--- config.mk ---
export PLATFORM = sky130hd
export DESIGN_NAME = round_robin_thread_slot_table_flat
export DESIGN_NICKNAME = d
export VERILOG_FILES = /design/src/rtl/core/rrts_pkg.sv /design/src/rtl/core/rrts_ifs.sv /design/src/rtl/core/rrts_scan.sv /design/src/rtl/core/rrts_mem.sv /design/src/rtl/core/round_robin_thread_slot_table.sv /design/src/flat_wrapper.sv
export SDC_FILE = /design/constraint.sdc
export NUM_CORES = 1
export LEC_CHECK = 0
export BUFFER_PORTS_ARGS = -buffer_cell sky130_fd_sc_hd__buf_4
export CORE_UTILIZATION = 49
export DETAILED_ROUTE_END_ITERATION = 12
export HOLD_SLACK_MARGIN = 0.05
export PLACE_DENSITY = 0.64
export SYNTH_ARGS = -nofsm -noshare
export SYNTH_HDL_FRONTEND = slang
export SYNTH_HIERARCHICAL = 1
export SYNTH_SLANG_ARGS = --single-unit
--- constraint.sdc ---
create_clock -name clk -period 16.1 [get_ports clk]
set_clock_uncertainty 0.15 [all_clocks]
set_input_delay 0.805 -clock clk [delete_from_list [all_inputs] [get_ports clk]]
set_output_delay 0.805 -clock clk [all_outputs]
set_load 0.005 [all_outputs]
--- src/rtl/core/rrts_pkg.sv ---
package rrts_pkg;

    // fixed field widths
    localparam int ADDR_W = 32;
    localparam int SLOT_W = 4;
    localparam int REQ_W  = 2;

    // parameter defaults
    localparam int SLOTS_DEF     = 16;
    localparam int ADDR_BITS_DEF = 32;

    // request codes
    localparam logic [REQ_W-1:0] REQ_CREATE  = 2'd0;
    localparam logic [REQ_W-1:0] REQ_YIELD   = 2'd1;
    localparam logic [REQ_W-1:0] REQ_DESTROY = 2'd2;
    localparam logic [REQ_W-1:0] REQ_CLEAR   = 2'd3;

    typedef struct packed {
        logic [REQ_W-1:0]  req_type;
        logic [ADDR_W-1:0] entry_address;
        logic [ADDR_W-1:0] stack_address;
        logic [SLOT_W-1:0] target_slot;
    } req_t;

    typedef struct packed {
        logic              create_ok;
        logic [SLOT_W-1:0] created_slot;
        logic              current_valid;
        logic [SLOT_W-1:0] current_slot;
        logic [ADDR_W-1:0] current_entry;
        logic [ADDR_W-1:0] current_stack;
    } rsp_t;

    // scan unit control and status
    typedef struct packed {
        logic start;
        logic want_used;
    } scan_ctl_t;

    typedef struct packed {
        logic busy;
        logic done;
        logic hit;
    } scan_stat_t;

endpackage

--- src/rtl/core/rrts_ifs.sv ---
interface rrts_req_if;
    logic          valid;
    logic          ready;
    rrts_pkg::req_t payload;

    modport source (output valid, output payload, input ready);
    modport sink (input valid, input payload, output ready);
endinterface

interface rrts_rsp_if;
    logic          valid;
    logic          ready;
    rrts_pkg::rsp_t payload;

    modport source (output valid, output payload, input ready);
    modport sink (input valid, input payload, output ready);
endinterface

--- src/rtl/core/rrts_scan.sv ---
// round-robin slot scanner: probes one slot per cycle for a wanted used state
module rrts_scan #(
    parameter int SLOTS = rrts_pkg::SLOTS_DEF
) (
    input  logic                   clk,
    input  logic                   rst_n,
    input  rrts_pkg::scan_ctl_t    ctl,
    input  logic [$clog2(SLOTS)-1:0] start_ptr,
    input  logic [SLOTS-1:0]       used,
    output rrts_pkg::scan_stat_t   stat,
    output logic [$clog2(SLOTS)-1:0] ptr
);

    localparam int IW = $clog2(SLOTS);

    logic          active_reg;
    logic          want_reg;
    logic [IW-1:0] ptr_reg;
    logic [IW-1:0] cnt_reg;
    logic          probe_hit;
    logic          probe_last;
    logic [IW-1:0] ptr_inc;

    assign probe_hit  = (used[ptr_reg] == want_reg);
    assign probe_last = (cnt_reg == IW'(SLOTS - 1));
    assign ptr_inc    = (ptr_reg == IW'(SLOTS - 1)) ? '0 : ptr_reg + IW'(1);

    always_ff @(posedge clk or negedge rst_n)
    begin
        if (!rst_n)
        begin
            active_reg <= 1'b0;
            want_reg   <= 1'b0;
            ptr_reg    <= '0;
            cnt_reg    <= '0;
        end
        else if (ctl.start)
        begin
            active_reg <= 1'b1;
            want_reg   <= ctl.want_used;
            ptr_reg    <= start_ptr;
            cnt_reg    <= '0;
        end
        else if (active_reg)
        begin
            if (probe_hit || probe_last)
            begin
                active_reg <= 1'b0;
            end
            else
            begin
                ptr_reg <= ptr_inc;
                cnt_reg <= cnt_reg + IW'(1);
            end
        end
    end

    assign stat.busy = active_reg;
    assign stat.done = active_reg && (probe_hit || probe_last);
    assign stat.hit  = active_reg && probe_hit;
    assign ptr       = ptr_reg;

endmodule

--- src/rtl/core/rrts_mem.sv ---
// slot address memory: one write port, one registered read port
module rrts_mem #(
    parameter int SLOTS = rrts_pkg::SLOTS_DEF,
    parameter int DW    = rrts_pkg::ADDR_W
) (
    input  logic                     clk,
    input  logic                     we,
    input  logic [$clog2(SLOTS)-1:0] waddr,
    input  logic [DW-1:0]            wentry,
    input  logic [DW-1:0]            wstack,
    input  logic                     re,
    input  logic [$clog2(SLOTS)-1:0] raddr,
    output logic [DW-1:0]            rentry,
    output logic [DW-1:0]            rstack
);

    logic [2*DW-1:0] mem [SLOTS];
    logic [2*DW-1:0] rdata_reg;

    always_ff @(posedge clk)
    begin
        if (we)
        begin
            mem[waddr] <= {wentry, wstack};
        end
        if (re)
        begin
            rdata_reg <= mem[raddr];
        end
    end

    assign rentry = rdata_reg[2*DW-1:DW];
    assign rstack = rdata_reg[DW-1:0];

endmodule

--- src/rtl/core/round_robin_thread_slot_table.sv ---
// channel   dir   payload                                            handshake
// req       in    req_type, entry_address, stack_address, target_slot  valid/ready
// rsp       out   create_ok, created_slot, current_valid, current_slot,
//                 current_entry, current_stack                       valid/ready
//
// one request at a time; create, yield and destroy of the current slot run the
// shared scanner, which probes until it finds a match or has seen every slot;
// clear-all and destroy of a slot that is not current skip the scan; every
// request then passes the slot memory's read step and the output step
// the finished result sits in an output register, so the next request is
// taken while it waits; a stalled rsp holds the sequencer only at its last step
// asynchronous active-low reset frees all slots and clears the current pointer
module round_robin_thread_slot_table #(
    parameter int SLOTS     = rrts_pkg::SLOTS_DEF,
    parameter int ADDR_BITS = rrts_pkg::ADDR_BITS_DEF
) (
    input  logic       clk,
    input  logic       rst_n,
    rrts_req_if.sink   req,
    rrts_rsp_if.source rsp
);

    localparam int IW = $clog2(SLOTS);
    localparam int AW = rrts_pkg::ADDR_W;
    localparam int SW = rrts_pkg::SLOT_W;
    // stored address width: only the low result bits are ever reported
    localparam int DW = (ADDR_BITS < AW) ? ADDR_BITS : AW;

    // sequencer codes
    localparam logic [1:0] ST_IDLE = 2'd0;
    localparam logic [1:0] ST_SCAN = 2'd1;
    localparam logic [1:0] ST_READ = 2'd2;
    localparam logic [1:0] ST_OUT  = 2'd3;

    logic [1:0]                 state_reg, state_next;
    logic [SLOTS-1:0]           used_reg, used_next;
    logic [IW-1:0]              cur_reg, cur_next;
    logic                       present_reg, present_next;
    logic [rrts_pkg::REQ_W-1:0] req_type_reg;
    logic [DW-1:0]              entry_reg;
    logic [DW-1:0]              stack_reg;
    logic                       create_ok_reg, create_ok_next;
    logic [IW-1:0]              created_reg, created_next;
    logic                       rsp_valid_reg;
    rrts_pkg::rsp_t             rsp_reg;

    // scanner hookup
    rrts_pkg::scan_ctl_t        scan_ctl;
    rrts_pkg::scan_stat_t       scan_stat;
    logic [IW-1:0]              scan_start_ptr;
    logic [IW-1:0]              scan_ptr;

    // memory hookup
    logic                       mem_we;
    logic                       mem_re;
    logic [DW-1:0]              mem_entry;
    logic [DW-1:0]              mem_stack;

    logic                       accept;
    logic                       rsp_free;
    logic [IW-1:0]              cur_inc;
    logic [IW+SW-1:0]           target_ext;
    logic [IW-1:0]              target_idx;
    logic                       target_ok;
    logic [IW+SW-1:0]           cur_ext;
    logic [IW+SW-1:0]           created_ext;
    logic [DW+AW-1:0]           entry_ext;
    logic [DW+AW-1:0]           stack_ext;
    logic                       cur_live;

    assign accept   = req.valid && req.ready;
    assign rsp_free = !rsp_valid_reg || rsp.ready;
    assign req.ready = (state_reg == ST_IDLE);

    // slot after the current one, wrapping
    assign cur_inc = (cur_reg == IW'(SLOTS - 1)) ? '0 : cur_reg + IW'(1);

    // target slot resized to the index width, range checked against SLOTS
    assign target_ext = {{IW{1'b0}}, req.payload.target_slot};
    assign target_idx = target_ext[IW-1:0];
    assign target_ok  = ({{(AW-SW){1'b0}}, req.payload.target_slot} < AW'(SLOTS));

    rrts_scan #(
        .SLOTS (SLOTS)
    ) u_scan (
        .clk       (clk),
        .rst_n     (rst_n),
        .ctl       (scan_ctl),
        .start_ptr (scan_start_ptr),
        .used      (used_reg),
        .stat      (scan_stat),
        .ptr       (scan_ptr)
    );

    rrts_mem #(
        .SLOTS (SLOTS),
        .DW    (DW)
    ) u_mem (
        .clk    (clk),
        .we     (mem_we),
        .waddr  (scan_ptr),
        .wentry (entry_reg),
        .wstack (stack_reg),
        .re     (mem_re),
        .raddr  (cur_reg),
        .rentry (mem_entry),
        .rstack (mem_stack)
    );

    // sequencer
    always_comb
    begin
        state_next     = state_reg;
        used_next      = used_reg;
        cur_next       = cur_reg;
        present_next   = present_reg;
        create_ok_next = create_ok_reg;
        created_next   = created_reg;
        scan_ctl       = '0;
        scan_start_ptr = cur_inc;
        mem_we         = 1'b0;
        mem_re         = 1'b0;

        unique case (state_reg)
            ST_IDLE:
            begin
                if (accept)
                begin
                    create_ok_next = 1'b0;
                    created_next   = '0;
                    state_next     = ST_READ;
                    unique case (req.payload.req_type)
                        rrts_pkg::REQ_CREATE:
                        begin
                            // lowest free slot
                            scan_ctl.start     = 1'b1;
                            scan_ctl.want_used = 1'b0;
                            scan_start_ptr     = '0;
                            state_next         = ST_SCAN;
                        end
                        rrts_pkg::REQ_YIELD:
                        begin
                            scan_ctl.start     = 1'b1;
                            scan_ctl.want_used = 1'b1;
                            state_next         = ST_SCAN;
                        end
                        rrts_pkg::REQ_DESTROY:
                        begin
                            if (target_ok)
                            begin
                                used_next[target_idx] = 1'b0;
                                // destroying the running thread moves on
                                if (present_reg && (cur_reg == target_idx))
                                begin
                                    scan_ctl.start     = 1'b1;
                                    scan_ctl.want_used = 1'b1;
                                    state_next         = ST_SCAN;
                                end
                            end
                        end
                        rrts_pkg::REQ_CLEAR:
                        begin
                            used_next = '0;
                        end
                    endcase
                end
            end
            ST_SCAN:
            begin
                if (scan_stat.done)
                begin
                    state_next = ST_READ;
                    if (req_type_reg == rrts_pkg::REQ_CREATE)
                    begin
                        if (scan_stat.hit)
                        begin
                            used_next[scan_ptr] = 1'b1;
                            mem_we              = 1'b1;
                            create_ok_next      = 1'b1;
                            created_next        = scan_ptr;
                            if (!present_reg)
                            begin
                                cur_next     = scan_ptr;
                                present_next = 1'b1;
                            end
                        end
                    end
                    else if (scan_stat.hit)
                    begin
                        cur_next     = scan_ptr;
                        present_next = 1'b1;
                    end
                    else
                    begin
                        // full lap without a used slot: index ends where it began
                        present_next = 1'b0;
                    end
                end
            end
            ST_READ:
            begin
                mem_re     = 1'b1;
                state_next = ST_OUT;
            end
            ST_OUT:
            begin
                if (rsp_free)
                begin
                    state_next = ST_IDLE;
                end
            end
        endcase
    end

    always_ff @(posedge clk or negedge rst_n)
    begin
        if (!rst_n)
        begin
            state_reg     <= ST_IDLE;
            used_reg      <= '0;
            cur_reg       <= '0;
            present_reg   <= 1'b0;
            create_ok_reg <= 1'b0;
            created_reg   <= '0;
            rsp_valid_reg <= 1'b0;
        end
        else
        begin
            state_reg     <= state_next;
            used_reg      <= used_next;
            cur_reg       <= cur_next;
            present_reg   <= present_next;
            create_ok_reg <= create_ok_next;
            created_reg   <= created_next;
            if ((state_reg == ST_OUT) && rsp_free)
            begin
                rsp_valid_reg <= 1'b1;
            end
            else if (rsp.ready)
            begin
                rsp_valid_reg <= 1'b0;
            end
        end
    end

    // request payload, held for the scan and the memory write
    always_ff @(posedge clk)
    begin
        if (accept)
        begin
            req_type_reg <= req.payload.req_type;
            entry_reg    <= req.payload.entry_address[DW-1:0];
            stack_reg    <= req.payload.stack_address[DW-1:0];
        end
    end

    // result assembly; a freed slot reads as zero addresses
    assign cur_live    = present_reg && used_reg[cur_reg];
    assign cur_ext     = {{SW{1'b0}}, cur_reg};
    assign created_ext = {{SW{1'b0}}, created_reg};
    assign entry_ext   = {{AW{1'b0}}, mem_entry};
    assign stack_ext   = {{AW{1'b0}}, mem_stack};

    always_ff @(posedge clk)
    begin
        if ((state_reg == ST_OUT) && rsp_free)
        begin
            rsp_reg.create_ok     <= create_ok_reg;
            rsp_reg.created_slot  <= created_ext[SW-1:0];
            rsp_reg.current_valid <= present_reg;
            rsp_reg.current_slot  <= cur_ext[SW-1:0];
            rsp_reg.current_entry <= cur_live ? entry_ext[AW-1:0] : '0;
            rsp_reg.current_stack <= cur_live ? stack_ext[AW-1:0] : '0;
        end
    end

    assign rsp.valid   = rsp_valid_reg;
    assign rsp.payload = rsp_reg;

    // checks

    // a new request never lands on a running scan
    assert property (@(posedge clk) disable iff (!rst_n)
        accept |-> !scan_stat.busy)
    else $error("request accepted while scanner busy");

    // a successful create marks its slot used
    assert property (@(posedge clk) disable iff (!rst_n)
        ((state_reg == ST_SCAN) && scan_stat.done && scan_stat.hit &&
         (req_type_reg == rrts_pkg::REQ_CREATE)) |=> used_reg[$past(scan_ptr)])
    else $error("created slot not marked used");

    // a result is only raised from the last sequencer step
    assert property (@(posedge clk) disable iff (!rst_n)
        $rose(rsp_valid_reg) |-> $past(state_reg == ST_OUT))
    else $error("result raised outside output step");

    // the current pointer stays inside the table
    assert property (@(posedge clk) disable iff (!rst_n)
        ({{(AW-IW){1'b0}}, cur_reg} < AW'(SLOTS)))
    else $error("current slot out of range");

endmodule

--- src/flat_wrapper.sv ---
// flat-port wrapper written by rule: the top's interface ports become plain ports
module round_robin_thread_slot_table_flat 
#(
    parameter int SLOTS     = rrts_pkg::SLOTS_DEF,
    parameter int ADDR_BITS = rrts_pkg::ADDR_BITS_DEF
)
  (clk, rst_n, req_valid, req_payload, req_ready, rsp_valid, rsp_payload, rsp_ready);
  rrts_req_if req_i ();
  rrts_rsp_if rsp_i ();
  input  logic clk;
  input  logic rst_n;
  input wire logic [$bits(req_i.valid)-1:0] req_valid;
  input wire logic [$bits(req_i.payload)-1:0] req_payload;
  output wire logic [$bits(req_i.ready)-1:0] req_ready;
  output wire logic [$bits(rsp_i.valid)-1:0] rsp_valid;
  output wire logic [$bits(rsp_i.payload)-1:0] rsp_payload;
  input wire logic [$bits(rsp_i.ready)-1:0] rsp_ready;
  assign req_i.valid = req_valid;
  assign req_i.payload = req_payload;
  assign req_ready = req_i.ready;
  assign rsp_valid = rsp_i.valid;
  assign rsp_payload = rsp_i.payload;
  assign rsp_i.ready = rsp_ready;
  round_robin_thread_slot_table #(.SLOTS(SLOTS), .ADDR_BITS(ADDR_BITS)) u_core (.clk(clk), .rst_n(rst_n), .req(req_i), .rsp(rsp_i));
endmodule
==> metrics.txt <==
status=finished clean; # port buffers=149; area of the multi-input gates=roughly 9500 µm²; CTS tree=built; PwrDens=147 nW/µm²; pin count of the biggest net entering global routing=67; die height=314 µm; Num CTS Buffers=121; post-synthesis instance total=2131; final setup vio count=0; period utilization=0.357; number of setup buffers added after CTS=0; HP Class=in2reg; post-route ant nets=0; Slew headroom=0.260; final hold violations=0; Worst Tran Pin Value=between 1 and 1.5 ns; total congestion overflow=0; final instance area=around 54000 µm²; drt total wl=about 100000 µm; Root Driver=clkbuf_16; clock-pin slew on the worst setup and hold paths=approximately 0.060 ns; Hold Slack=0.122 ns; yosys warns=6; Vias/cell=5.99; initial antenna violation count=0; RSZ-0062 raised after global routing=no; CP Max Fanout=42; crit start category=register; clk_lat worst skew=about 0.71 ns; FILL cells=7104; global-route wire length before repair=149000 µm; final worst slack=around 10 ns; Place WS=10.39 ns; placed wire-length estimate=roughly 53000 µm; Max Cap Viol=0; Pre-antenna DRT Iters=7; Layout area overhead=13.5%; max reg flops=1024; drt drc=0; flop2flop setup slack=around 10 ns; syn nets=between 2000 and 2500; vias in the first global route=about 23000; Worst setup EP type=register; fin cells=3719; Post-Route Utilization=0.561; critical path class=reg2reg; top-level port count=150; CTS sink cnt=1267; Tmin final=around 5.8 ns; die area=98900 µm²; Placer Congestion=0.784; Initial Utilization=0.495; WL per Instance=26.8 µm; total power=7.99 mW; P_leak=17.8 nW; Final Max Tran Viols=0; setup_tns=0 ns; Reg area=37900 µm²; syn avg cell area=approximately 22 µm²; dpl cell area=50400 µm²; DR iter-0 viols=around 2100; Peak VDD IR=83.2 µV; core area=96700 µm²; gr usage total=0.205; final layout net count=approximately 2400; Worst EP required=16.27 ns; DR vias=~22000; row count=114; Die W=approximately 310 µm; dpl cells=3488; f_max=0.174 GHz; clk buf depth=3; total number of H-tree levels=3; Cell Area, Synth=47800 µm²; share of layout cells above drive strength 1=0.304; Crit path arrival time=5.92 ns
per-layer routing:
layer / track usage / wire length (µm)
met5: 0 / 0
met4: 0.0581 / 2010
met3: 0.0353 / 6330
met2: 0.325 / 48100
met1: 0.295 / 43200
cells in the final DEF (no fill, tap or decap), types with 8 or more instances in the layout:
| cell | n |
|---|---|
| a21boi_2 | 60 |
| a21oi_1 | 18 |
| a22oi_1 | 128 |
| a31oi_1 | 8 |
| buf_4 | 191 |
| bufinv_16 | 10 |
| clkbuf_1 | 19 |
| clkbuf_16 | 123 |
| clkinv_1 | 26 |
| clkinv_2 | 35 |
| dfrtp_1 | 37 |
| edfxtp_1 | 1228 |
| inv_1 | 10 |
| mux2_2 | 8 |
| mux4_2 | 258 |
| nand2_1 | 74 |
| nand3_1 | 12 |
| nor2_1 | 12 |
| nor2_4 | 13 |
| nor2b_1 | 11 |
| o21ai_0 | 37 |
where the power goes:
part / internal [mW] / total (mW) / switching [mW]
clock: 1.56 / 2.77 / 1.20
sequential: 3.97 / 4.19 / 0.221
combinational: 0.450 / 1.03 / 0.578
worst max-delay path, stage by stage (launching register included):
cell and delay (ns):
dfrtp_1 1.02, mux2_2 0.42, mux4_2 0.52, mux2i_1 0.21, xnor2_1 0.11, a21oi_1 0.24, nand3_1 0.16, nor3_1 0.47
nand3_1 0.41, nor2_4 0.83, buf_4 0.79
worst paths after layout:
path,cells after the start,to,from
max in group asynchronous,2,u_core/cur_reg[0]$_DFFE_PN0P_,rst_n
hold / removal,1,u_core/entry_reg[14]$_DFFE_PP_,req_payload[50]
setup / recovery,10,u_core/u_mem/mem[13][29]$_DFFE_PP_,u_core/u_scan/ptr[1]$_DFFE_PN0P_
setup reg to reg,10,u_core/u_mem/mem[13][29]$_DFFE_PP_,u_core/u_scan/ptr[1]$_DFFE_PN0P_
hold reg to reg,0,u_core/rsp.payload[69]$_DFFE_PP_,u_core/created_reg[0]$_DFFE_PN0P_
min in group asynchronous,2,u_core/used_reg[8]$_DFFE_PN0P_,rst_n
area by class of cell:
| class | count | area share |
|---|---|---|
| flip-flops and latches | 1267 | 0.697 |
| multi-input cells | 743 | 0.174 |
| clock buffers | 143 | 0.0583 |
| well taps | 1276 | 0.0294 |
| repair buffers | 192 | 0.0266 |
| clock inverters | 86 | 0.0135 |
| inverters | 11 | 0.000784 |
| diodes | 1 | 0.0000461 |
what timing repair did:
item,in CTS,in global routing
hold endpoints to repair,39,0
hold buffers,1,0
resized for setup,0,0
(Power assumes the default switching activity.)
